$ cat src/vrtb_pkg.sv
// Shared types and constants for the voice release timer bank.
// Used by vrtb_ctrl, vrtb_dpath and voice_release_timer_bank_unit; depends on nothing.
package vrtb_pkg;

  localparam int unsigned PadCount = 2;
  localparam int unsigned FramesW  = 32;
  localparam int unsigned RateW    = 18;
  localparam int unsigned SourceW  = 8;
  localparam int unsigned VoiceW   = 4;
  localparam int unsigned CfgDataW = 18;
  localparam int unsigned QFracW   = 16;
  localparam int unsigned ProdW    = FramesW + RateW;

  // Item kinds; the fourth code means no operation.
  localparam logic [1:0] KIND_SCHEDULE = 2'd0;
  localparam logic [1:0] KIND_CLEAR    = 2'd1;
  localparam logic [1:0] KIND_ADVANCE  = 2'd2;

  // Configuration register indexes.
  localparam logic [1:0] REG_SAMPLE_RATE = 2'd0;
  localparam logic [1:0] REG_FIRST_SRC   = 2'd1;
  localparam logic [1:0] REG_SECOND_SRC  = 2'd2;
  localparam logic [1:0] REG_RELEASE_EN  = 2'd3;

  localparam logic [RateW-1:0]   RATE_RESET       = 18'd48000;
  localparam logic [SourceW-1:0] FIRST_SRC_RESET  = 8'd1;
  localparam logic [SourceW-1:0] SECOND_SRC_RESET = 8'd2;
  localparam logic               RELEASE_EN_RESET = 1'b1;

  typedef struct packed {
    logic accept;
    logic exec;
    logic walk;
    logic flush;
  } dp_cmd_t;

  typedef struct packed {
    logic adv_go;
    logic walk_end;
  } dp_status_t;

endpackage

$ cat src/voice_release_timer_bank_unit.sv
// Top level of the voice release timer bank: a bank of frame countdowns.
// Instantiates vrtb_ctrl and vrtb_dpath; depends on vrtb_pkg.
//
// An item is taken when start is high and busy is low. Schedule, clear and
// no-operation items, and an advance that finds release switched off or no
// elapsed frames, keep busy high only while the controller is in its EXEC
// state. Any other advance item walks the countdown table one entry per
// cycle through a single compare-and-subtract unit, every entry of both
// pads in turn, and then keeps busy high through the FLUSH state.
// Results come from an output register: each one is shown for exactly one
// cycle with result_valid_o high and cannot be held off, so the receiver
// must take it in that cycle. Every item gives at least one result, and the
// final one of an item carries last_o. A note-off is delivered one hit late
// so that the final expiry can be flagged, which means the last result of an
// advance appears in the first cycle in which busy is low again.
// The hold time is multiplied by the sample rate in the cycle the item is
// taken and registered before the frame count is clamped and written.
// Configuration writes are always accepted and must only be issued while the
// block is idle.
module voice_release_timer_bank_unit import vrtb_pkg::*; #(
  parameter int unsigned NUM_VOICES = 8
) (
  input  logic                clk_i,
  input  logic                rst_ni,
  input  logic                start,
  output logic                busy,
  input  logic                cfg_valid_i,
  output logic                cfg_ready_o,
  input  logic [1:0]          cfg_index_i,
  input  logic [CfgDataW-1:0] cfg_data_i,
  input  logic [1:0]          kind_i,
  input  logic [1:0]          pad_number_i,
  input  logic [VoiceW-1:0]   voice_number_i,
  input  logic [FramesW-1:0]  hold_time_q16_i,
  input  logic [SourceW-1:0]  clear_source_i,
  input  logic [FramesW-1:0]  elapsed_frames_i,
  output logic                result_valid_o,
  output logic                fired_o,
  output logic                fired_pad_o,
  output logic [VoiceW-1:0]   fired_voice_o,
  output logic                last_o
);

  dp_cmd_t    cmd;
  dp_status_t status;

  // Registers are plain flops, so a write is never refused.
  assign cfg_ready_o = 1'b1;

  vrtb_ctrl u_ctrl (
    .clk_i    (clk_i),
    .rst_ni   (rst_ni),
    .start_i  (start),
    .status_i (status),
    .cmd_o    (cmd),
    .busy_o   (busy)
  );

  vrtb_dpath #(
    .NUM_VOICES (NUM_VOICES)
  ) u_dpath (
    .clk_i            (clk_i),
    .rst_ni           (rst_ni),
    .cmd_i            (cmd),
    .status_o         (status),
    .cfg_we_i         (cfg_valid_i && cfg_ready_o),
    .cfg_index_i      (cfg_index_i),
    .cfg_data_i       (cfg_data_i),
    .kind_i           (kind_i),
    .pad_number_i     (pad_number_i),
    .voice_number_i   (voice_number_i),
    .hold_time_q16_i  (hold_time_q16_i),
    .clear_source_i   (clear_source_i),
    .elapsed_frames_i (elapsed_frames_i),
    .result_valid_o   (result_valid_o),
    .fired_o          (fired_o),
    .fired_pad_o      (fired_pad_o),
    .fired_voice_o    (fired_voice_o),
    .last_o           (last_o)
  );

`ifndef ASSERT_OFF
  // Every item ends with a final result just as the block goes idle.
  a_end_has_last: assert property (@(posedge clk_i) disable iff (!rst_ni)
    $fell(busy) |-> (result_valid_o && last_o))
    else $error("block went idle without a final result");

  // An accepted item always makes the block busy in the next cycle.
  a_accept_busy: assert property (@(posedge clk_i) disable iff (!rst_ni)
    (start && !busy) |=> busy)
    else $error("accepted item did not start work");

  // A result that is not a note-off is always the only, hence final, one.
  a_plain_is_last: assert property (@(posedge clk_i) disable iff (!rst_ni)
    (result_valid_o && !fired_o) |-> last_o)
    else $error("plain result without last flag");

  // A note-off names a voice that exists.
  a_voice_range: assert property (@(posedge clk_i) disable iff (!rst_ni)
    (result_valid_o && fired_o) |-> ({1'b0, fired_voice_o} < (VoiceW+1)'(NUM_VOICES)))
    else $error("note-off for a voice out of range");
`endif

endmodule

$ cat src/vrtb_ctrl.sv
// Controller state machine of the voice release timer bank.
// Depends on vrtb_pkg for the command and status structs.
module vrtb_ctrl import vrtb_pkg::*; (
  input  logic       clk_i,
  input  logic       rst_ni,
  input  logic       start_i,
  input  dp_status_t status_i,
  output dp_cmd_t    cmd_o,
  output logic       busy_o
);

  typedef enum logic [3:0] {
    ST_IDLE  = 4'b0001,
    ST_EXEC  = 4'b0010,
    ST_WALK  = 4'b0100,
    ST_FLUSH = 4'b1000
  } state_e;

  state_e state_q, state_d;
  logic   accept;

  assign accept = start_i && (state_q == ST_IDLE);

  always_comb begin
    state_d = state_q;
    case (state_q)
      ST_IDLE: begin
        if (accept) begin
          state_d = status_i.adv_go ? ST_WALK : ST_EXEC;
        end
      end
      ST_EXEC: begin
        state_d = ST_IDLE;
      end
      ST_WALK: begin
        if (status_i.walk_end) begin
          state_d = ST_FLUSH;
        end
      end
      ST_FLUSH: begin
        state_d = ST_IDLE;
      end
      default: begin
        state_d = ST_IDLE;
      end
    endcase
  end

  always_ff @(posedge clk_i or negedge rst_ni) begin
    if (!rst_ni) begin
      state_q <= ST_IDLE;
    end else begin
      state_q <= state_d;
    end
  end

  assign cmd_o.accept = accept;
  assign cmd_o.exec   = (state_q == ST_EXEC);
  assign cmd_o.walk   = (state_q == ST_WALK);
  assign cmd_o.flush  = (state_q == ST_FLUSH);
  assign busy_o       = (state_q != ST_IDLE);

endmodule

$ cat src/vrtb_dpath.sv
// Datapath of the voice release timer bank: configuration, countdown table,
// hold-time multiplier, walk counter and result register. Depends on vrtb_pkg.
module vrtb_dpath import vrtb_pkg::*; #(
  parameter int unsigned NUM_VOICES = 8
) (
  input  logic                clk_i,
  input  logic                rst_ni,
  input  dp_cmd_t             cmd_i,
  output dp_status_t          status_o,
  input  logic                cfg_we_i,
  input  logic [1:0]          cfg_index_i,
  input  logic [CfgDataW-1:0] cfg_data_i,
  input  logic [1:0]          kind_i,
  input  logic [1:0]          pad_number_i,
  input  logic [VoiceW-1:0]   voice_number_i,
  input  logic [FramesW-1:0]  hold_time_q16_i,
  input  logic [SourceW-1:0]  clear_source_i,
  input  logic [FramesW-1:0]  elapsed_frames_i,
  output logic                result_valid_o,
  output logic                fired_o,
  output logic                fired_pad_o,
  output logic [VoiceW-1:0]   fired_voice_o,
  output logic                last_o
);

  localparam int unsigned VW = (NUM_VOICES > 1) ? $clog2(NUM_VOICES) : 1;
  localparam logic [VW-1:0] LastVoice = VW'(NUM_VOICES - 1);

  // Configuration registers.
  logic [RateW-1:0]   rate_q;
  logic [SourceW-1:0] first_src_q, second_src_q;
  logic               rel_en_q;

  always_ff @(posedge clk_i or negedge rst_ni) begin
    if (!rst_ni) begin
      rate_q       <= RATE_RESET;
      first_src_q  <= FIRST_SRC_RESET;
      second_src_q <= SECOND_SRC_RESET;
      rel_en_q     <= RELEASE_EN_RESET;
    end else if (cfg_we_i) begin
      case (cfg_index_i)
        REG_SAMPLE_RATE: rate_q       <= cfg_data_i[RateW-1:0];
        REG_FIRST_SRC:   first_src_q  <= cfg_data_i[SourceW-1:0];
        REG_SECOND_SRC:  second_src_q <= cfg_data_i[SourceW-1:0];
        REG_RELEASE_EN:  rel_en_q     <= cfg_data_i[0];
        default: ;
      endcase
    end
  end

  // Captured item and the registered hold-time product.
  logic [1:0]         kind_q;
  logic [1:0]         pad_q;
  logic [VoiceW-1:0]  voice_q;
  logic [SourceW-1:0] src_q;
  logic [FramesW-1:0] elapsed_q;
  logic [ProdW-1:0]   prod_q, prod_d;

  assign prod_d = {{RateW{1'b0}}, hold_time_q16_i} * {{FramesW{1'b0}}, rate_q};

  always_ff @(posedge clk_i) begin
    if (cmd_i.accept) begin
      kind_q    <= kind_i;
      pad_q     <= pad_number_i;
      voice_q   <= voice_number_i;
      src_q     <= clear_source_i;
      elapsed_q <= elapsed_frames_i;
      prod_q    <= prod_d;
    end
  end

  assign status_o.adv_go = (kind_i == KIND_ADVANCE) && rel_en_q
                           && (elapsed_frames_i != '0);

  // Frame count from the product: the Q16 fraction is dropped, then the
  // count is saturated at the top and raised to one at the bottom.
  logic [FramesW-1:0] load_frames;
  logic               sched_ok;
  logic [VW-1:0]      sv_idx;
  logic [SourceW-1:0] pad_src [PadCount];

  always_comb begin
    if (prod_q[ProdW-1:FramesW+QFracW] != '0) begin
      load_frames = '1;
    end else if (prod_q[FramesW+QFracW-1:QFracW] == '0) begin
      load_frames = FramesW'(1);
    end else begin
      load_frames = prod_q[FramesW+QFracW-1:QFracW];
    end
  end

  assign sched_ok = (pad_q[1] == 1'b0)
                    && ({1'b0, voice_q} < (VoiceW+1)'(NUM_VOICES));
  assign sv_idx   = voice_q[VW-1:0];
  assign pad_src[0] = first_src_q;
  assign pad_src[1] = second_src_q;

  // Walk counter and the pending expiry, held back one hit so that the
  // final note-off of an advance can carry the last flag.
  logic               wpad_q;
  logic [VW-1:0]      wvoice_q;
  logic               pend_v_q;
  logic               pend_pad_q;
  logic [VW-1:0]      pend_voice_q;
  logic [FramesW-1:0] frames_q [PadCount][NUM_VOICES];
  logic [FramesW-1:0] cur;
  logic               hit;

  assign cur = frames_q[wpad_q][wvoice_q];
  assign hit = (cur != '0) && (cur <= elapsed_q);
  assign status_o.walk_end = wpad_q && (wvoice_q == LastVoice);

  always_ff @(posedge clk_i or negedge rst_ni) begin
    if (!rst_ni) begin
      wpad_q   <= 1'b0;
      wvoice_q <= '0;
      pend_v_q <= 1'b0;
    end else begin
      if (cmd_i.accept) begin
        wpad_q   <= 1'b0;
        wvoice_q <= '0;
        pend_v_q <= 1'b0;
      end else if (cmd_i.walk) begin
        if (wvoice_q == LastVoice) begin
          wvoice_q <= '0;
          wpad_q   <= 1'b1;
        end else begin
          wvoice_q <= wvoice_q + VW'(1);
        end
        if (hit) begin
          pend_v_q <= 1'b1;
        end
      end else if (cmd_i.flush) begin
        pend_v_q <= 1'b0;
      end
    end
  end

  always_ff @(posedge clk_i) begin
    if (cmd_i.walk && hit) begin
      pend_pad_q   <= wpad_q;
      pend_voice_q <= wvoice_q;
    end
  end

  // Countdown table.
  always_ff @(posedge clk_i or negedge rst_ni) begin
    if (!rst_ni) begin
      for (int p = 0; p < PadCount; p++) begin
        for (int v = 0; v < NUM_VOICES; v++) begin
          frames_q[p][v] <= '0;
        end
      end
    end else begin
      if (cmd_i.exec) begin
        if ((kind_q == KIND_SCHEDULE) && sched_ok) begin
          for (int p = 0; p < PadCount; p++) begin
            frames_q[p][sv_idx] <= '0;
          end
          if (prod_q != '0) begin
            frames_q[pad_q[0]][sv_idx] <= load_frames;
          end
        end
        if (kind_q == KIND_CLEAR) begin
          for (int p = 0; p < PadCount; p++) begin
            if ((src_q == '0) || (src_q == pad_src[p])) begin
              for (int v = 0; v < NUM_VOICES; v++) begin
                frames_q[p][v] <= '0;
              end
            end
          end
        end
      end
      if (cmd_i.walk && (cur != '0)) begin
        frames_q[wpad_q][wvoice_q] <= hit ? '0 : (cur - elapsed_q);
      end
    end
  end

  // Result register.
  logic              res_valid_q, res_valid_d;
  logic              fired_q, fired_d;
  logic              fpad_q, fpad_d;
  logic [VoiceW-1:0] fvoice_q, fvoice_d;
  logic              last_q, last_d;

  always_comb begin
    res_valid_d = cmd_i.exec || cmd_i.flush || (cmd_i.walk && hit && pend_v_q);
    fired_d     = 1'b0;
    fpad_d      = 1'b0;
    fvoice_d    = '0;
    last_d      = cmd_i.exec || cmd_i.flush;
    if ((cmd_i.walk || cmd_i.flush) && pend_v_q) begin
      fired_d  = 1'b1;
      fpad_d   = pend_pad_q;
      fvoice_d = VoiceW'(pend_voice_q);
    end
  end

  always_ff @(posedge clk_i or negedge rst_ni) begin
    if (!rst_ni) begin
      res_valid_q <= 1'b0;
    end else begin
      res_valid_q <= res_valid_d;
    end
  end

  always_ff @(posedge clk_i) begin
    fired_q  <= fired_d;
    fpad_q   <= fpad_d;
    fvoice_q <= fvoice_d;
    last_q   <= last_d;
  end

  assign result_valid_o = res_valid_q;
  assign fired_o        = fired_q;
  assign fired_pad_o    = fpad_q;
  assign fired_voice_o  = fvoice_q;
  assign last_o         = last_q;

endmodule
$ cat config.mk
export PLATFORM = sky130hd
export DESIGN_NAME = voice_release_timer_bank_unit
export DESIGN_NICKNAME = d
export VERILOG_FILES = /design/src/vrtb_pkg.sv /design/src/voice_release_timer_bank_unit.sv /design/src/vrtb_ctrl.sv /design/src/vrtb_dpath.sv
export SDC_FILE = /design/constraint.sdc
export NUM_CORES = 2
export LEC_CHECK = 0
export BUFFER_PORTS_ARGS = -buffer_cell sky130_fd_sc_hd__buf_4
export CAP_MARGIN = 20
export CORE_AREA = 2 2 316 318
export CTS_CLUSTER_SIZE = 30
export DETAILED_ROUTE_END_ITERATION = 6
export DIE_AREA = 0 0 318 320
export GPL_ROUTABILITY_DRIVEN = 0
export GPL_TIMING_DRIVEN = 0
export PLACE_DENSITY = 0.76
export REMOVE_ABC_BUFFERS = 1
export SLEW_MARGIN = 40
export SYNTH_ARGS = -nofsm -noshare
export SYNTH_HDL_FRONTEND = slang
export SYNTH_SLANG_ARGS = --single-unit
$ cat constraint.sdc
create_clock -name clk_i -period 11.75 [get_ports clk_i]
set_clock_uncertainty 0.15 [all_clocks]
set_input_delay 2.9375 -clock clk_i [delete_from_list [all_inputs] [get_ports clk_i]]
set_output_delay 2.9375 -clock clk_i [all_outputs]
set_load 0.05 [all_outputs]
* Yosys cells after proc, flatten, opt, wreduce, memory -nomap -nowiden *
Index checks and enable logic that the tools add are counted.

word-level totals
  logic and storage cells = 154
  register bits after elaboration = 666
  bits of input ports = 104
  output and inout port bits = 10

operators by class
  $lt $le $gt $ge = 10
  bitwise logic cells = 8
  mux-type cells = 41
  reduce and logical (&&, ||, !) cells = 38
  multipliers = 1
  eq/ne operators = 16
  $add $sub $neg = 2

operators by type and width
  operator            count
  $mux 512            5
  $mux 256            7
  $bwmux 512          2
  $and 256x256->256   2
  $demux 256 s1       2
  $not 256->256       1
  $mux 32             7
  $demux 32 s3        2
  $bmux 32 s3         1
  $reduce_bool 32->1  2
  $mul 32x18->50      1
  $reduce_bool 50->1  1
  $le 32x32->1        1
  $logic_not 32->1    1
  $sub 32x32->32      1
  $eq 8x8->1          2
  $logic_and 1x1->1   15
  $reduce_and 2->1    7
  $mux 3              4
  $ge 4x4->1 const B  2
  $logic_not 8->1     1
  $lt 4x1->1 const B  2
  $mux 1              8
  $mux 4              2
  23 further kinds    37

* Depth between registers and ports, before layout *
  word-level depth = 15
  mapped depth = 25
  gate-level depth less buffers = 23

* By module *
A second synthesis with hierarchy kept.

unflattened totals
  cell total of the unflattened synthesis = 4993
  area total of the unflattened synthesis = 53537.6 sq um

by module, submodules not included
  module                         area each (sq um)  cells an instance  instances  sequential area each (sq um)
  vrtb_dpath                     53303.6            4974               1          17033.8
  vrtb_ctrl                      222.7              17                 1          101.3
  voice_release_timer_bank_unit  11.3               2                  1          0.0

* Worst setup path before layout *
No wires, ideal clock.

  path type = input-to-reg
  start point = input port hold_time_q16_i[7]
  end point = register u_dpath.prod_q[48], data pin
  setup time = 258 ps
  arrival time = 9000 ps
  slack = 2342 ps
  stages = 25
  data required time = 11342 ps
  path buffers = 3
  path through = clkbuf_1 clkbuf_1 nand2_1 fa_1 inv_1 fa_1 inv_1 fa_1 inv_1 fa_1 fa_1 inv_1 fa_1 inv_1 ha_1 clkbuf_1 and2_1 a221o_1 a211oi_1 o21ai_0 or3b_2 a21oi_1 o31ai_1 a31oi_1 xnor2_1

on the way
  longest elaborated chain between the ends = 1

ends and longest elaborated chain
  what                    RTL line                             RTL
  start, declared         voice_release_timer_bank_unit.sv:34  input logic [FramesW-1:0] hold_time_q16_i,
  $mul 32x18->50          vrtb_dpath.sv:59                     assign prod_d = {{RateW{1'b0}}, hold_time_q16_i} * {{FramesW{1'b0}}, rate_q};
  via u_dpath.prod_d[48]  vrtb_dpath.sv:57                     logic [ProdW-1:0] prod_q, prod_d;
  end signal, assigned    vrtb_dpath.sv:68                     prod_q <= prod_d;
  end, declared           vrtb_dpath.sv:57

The timed path passes the listed nets, and every way through them passes these cells.
A chain may end at the register's enable or synchronous reset.

* Worst setup path in the final report *
  start point = input port hold_time_q16_i[11]
  end point = register u_dpath.prod_q[48], data pin

Same word-level chain as after synthesis.

==> impl_metrics.toml <==
[worst_setup_path]
end_kind = "flop"
crit_path_end = "u_dpath.prod_q[48]$_DFFE_PP_"
crit_path_max_fanout = 18
critPathLaunchType = "input pin"
path_depth = 22
critPathKind = "in2reg"
cp_num_buf_inv = 5
critPathSlowestCell = "or3b_2"
r2r_cells = 18
r2r_start = "u_dpath.wvoice_q[0]$_DFFE_PN0P_"
crit_top_cell = "fa_1"
cp_data_required_time_ns = 12.02
reg2reg_slack_ns = 4.11
path_cells = "buf_4 -> and2_1 -> fa_1 -> inv_1 -> fa_1 -> fa_1 -> inv_1 -> fa_1 -> fa_1 -> inv_1 -> fa_1 -> inv_1 -> ha_1 -> and2_1 -> a221o_1 -> a211oi_1 -> o21ai_0 -> or3b_2 -> a21oi_1 -> o31ai_1 -> a31oi_1 -> xnor2_1"
startpoint = "hold_time_q16_i[11]"
r2r_end = "u_dpath.frames_q[9]$_DFF_PN0_"
arrival_ns = 9.33
path_delay_family = "adder cells"
critical-path-max-stage-delay_ns = 0.54

[yosys]
synth_top_cell_by_area = "dfrtp_1"
yosysTopAreaCellShare_pct = 25.5
synth_seq_cells = 665
synth_commonest_cells = "inv_1 (567), mux2i_1 (561), dfrtp_1 (546)"
synth_flop_cell = "dfrtp_1"
synth_most_common_cell = "inv_1"
ys_async_sr_fraction_pct = 83.8
synth_area_per_cell_sq_um = 10.5
synth-edff-count = 102
synth_cell_type_count = 79
syn-instance-count = 5122
syn-cell-area_sq_um = 53600
yosys-top-cells-area = "dfrtp_1 (25%), fa_1 (18%), mux2i_1 (10%)"
ys_warn_count = 0
seq_area_frac_synth_pct = 32.0

[route]
vias = 43300
drc_errors = 28
wl_um = 175000
wl_per_cell_um = 27.4
vias_per_cell = 6.76
drt_iter0_drc = 6431
dr.pass1.iters = 7
antenna_left = 0

[final_layout]
layout.cells.non_filler = 6398
post-route-util_pct = 60.9
area_delta_synth_final_pct = 11.2
fin_nets = 5793
drive_gt1_share_pct = 13.3

[die]
die_h_um = 320
fp.dieW_um = 318
fp.dieArea_sq_um = 102000
floorplan.initialDensity_pct = 54.7
ios = 114
core-area_sq_um = 98000
placementRows = 115

[clock_tree]
cts_hold_buf = 0
cts_sinks = 665
clock_path_buffers = 3
postCtsSetupRepairBufs = 0
cts.reportedPaths.clkPinSlew_ns = 0.06
cts_tree = "built"
insertion_delay_ns = 0.68
cts_max_level = 3
cts_root_buf = "clkbuf_16"
cts-buffers-inserted = 73
cts_resized = 0

[sta]
finalWorstSetupSlack_ns = 2.70
maxSlewViolCount = 0
tightestPinTransition_ns = 0.945
fin_tns_setup_ns = 0
hold_viol_final = 0
slew_headroom_pct = 37.0
timing.fmax_mhz = 110
min_period_ns = 9.05
setup_violations = 0
rsz0062_at_grt = "no"
timing.final.crit_share_pct = 77.0

[global_route]
grt_max_degree = 83
grt.total_usage_pct = 34.8
antenna_found_initial = 4
grt_pass1_wl_um = 271000
gr-total-overflow = 0
grt_pass1_vias = 44900

[run_status]
violations = "design-rule violations"
status = "finished, violations left"

[place]
port_buffers = 111
pre_cts_ws_ns = 2.08
dp_hpwl_um = 124000
dp_cells = 6261

[job]
cap_viol_max_count = 0

[hold_path]
whs_path_depth = 1
hold_path.class = "reg2reg"
==> per-stage QoR <==
stage / area, sq um / hold WS [ns]
5_1_grt: 59600 / 0.315
3_5_place_dp: 57200 / 0.278
3_3_place_gp: 54100 / 0.282
4_1_cts: 59600 / 0.292
2_1_floorplan: 51700 / 0.270
6_report: 59600 / 0.287
==> flip-flops by register name, summed over array words and instances, names as in the netlist <==
register	flops
u_dpath.frames_q	512
u_dpath.prod_q	50
u_dpath.elapsed_q	32
u_dpath.rate_q	18
u_dpath.first_src_q	8
u_dpath.second_src_q	8
u_dpath.src_q	8
u_ctrl.state_q	4
u_dpath.voice_q	4
u_dpath.fired_voice_o	3
u_dpath.pend_voice_q	3
u_dpath.wvoice_q	3
u_dpath.kind_q	2
u_dpath.pad_q	2
u_dpath.fired_o	1
u_dpath.fired_pad_o	1
u_dpath.last_o	1
u_dpath.pend_pad_q	1
u_dpath.pend_v_q	1
u_dpath.rel_en_q	1
u_dpath.result_valid_o	1
u_dpath.wpad_q	1
==> placed cells by master (no fill, tap or decap), types with 28 or more instances in the layout <==
| master | Yosys | routed |
|---|---|---|
| a21o_1 | 51 | 51 |
| a21oi_1 | 142 | 140 |
| a22oi_1 | 518 | 518 |
| and2_1 | 226 | 225 |
| and3_1 | 30 | 30 |
| buf_16 | 0 | 38 |
| buf_2 | 45 | 43 |
| buf_4 | 53 | 143 |
| clkbuf_16 | 0 | 77 |
| dfrtp_1 | 546 | 533 |
| edfxtp_1 | 102 | 102 |
| fa_1 | 481 | 481 |
| ha_1 | 158 | 158 |
| inv_1 | 567 | 566 |
| mux2_2 | 39 | 39 |
| mux2i_1 | 561 | 561 |
| mux4_2 | 90 | 90 |
| nand2_1 | 491 | 486 |
| nor2_1 | 100 | 85 |
| nor3_1 | 50 | 28 |
| nor4_1 | 39 | 34 |
| o21ai_0 | 54 | 54 |
| o22ai_1 | 35 | 35 |
| xnor2_1 | 46 | 46 |
| xor2_1 | 41 | 41 |
==> final cells by class <==
class	instances	area (sq um)
Inverter	567	2140
Sequential cell	665	17200
Antenna cell	3	7.51
Clock buffer	103	2130
Fill cell	7616	38300
Timing Repair Buffer	280	3260
Tap cell	1287	1610
Clock inverter	30	245
Multi-Input combinational cell	3463	33100
==> logic make-up (layout without fill, tap and decap cells) <==
group                    Yosys count  count (layout)  share of synthesized area (%)
AO/OA/AOI/OAI                    944             944                           12.3
adder cells (fa/ha/maj)          639             639                           21.6
AND/OR/NAND/NOR                 1101            1101                           10.1
other                              2               5                         0.0140
multiplexers                     690             690                           15.1
buffers and inverters            994             980                           7.55
flip-flops                       665             665                           32.0
XOR/XNOR                          87              87                           1.42
==> per-layer routing <==
| metal | vias to the layer above | global-route usage, % | wire length [um] |
|---|---|---|---|
| li1 | 17500 | - | - |
| met1 | 21500 | 43.8 | 63000 |
| met2 | 3303 | 52.7 | 77000 |
| met3 | 956 | 11.8 | 22900 |
| met4 | 6 | 19.7 | 12500 |
| met5 | - | 0.473 | 90 |
==> how the worst min path moves through the flow <==
| stage | from | to | slack, ns |
|---|---|---|---|
| detailed placement | u_dpath.pend_pad_q$_DFFE_PP_ | u_dpath.fired_pad_o$_SDFF_PN0_ | 0.28 |
| floorplan | u_dpath.pend_pad_q$_DFFE_PP_ | u_dpath.fired_pad_o$_SDFF_PN0_ | 0.27 |
| finish | u_dpath.pend_pad_q$_DFFE_PP_ | u_dpath.fired_pad_o$_SDFF_PN0_ | 0.29 |
| CTS | u_dpath.pend_pad_q$_DFFE_PP_ | u_dpath.fired_pad_o$_SDFF_PN0_ | 0.29 |
| global placement | u_dpath.pend_voice_q[1]$_DFFE_PP_ | u_dpath.fired_voice_o[1]$_SDFF_PN0_ | 0.28 |
| global route | u_dpath.pend_pad_q$_DFFE_PP_ | u_dpath.fired_pad_o$_SDFF_PN0_ | 0.31 |
Power is not shown: default switching activity piles up to over one toggle a cycle in this logic, so the estimate is an artifact.
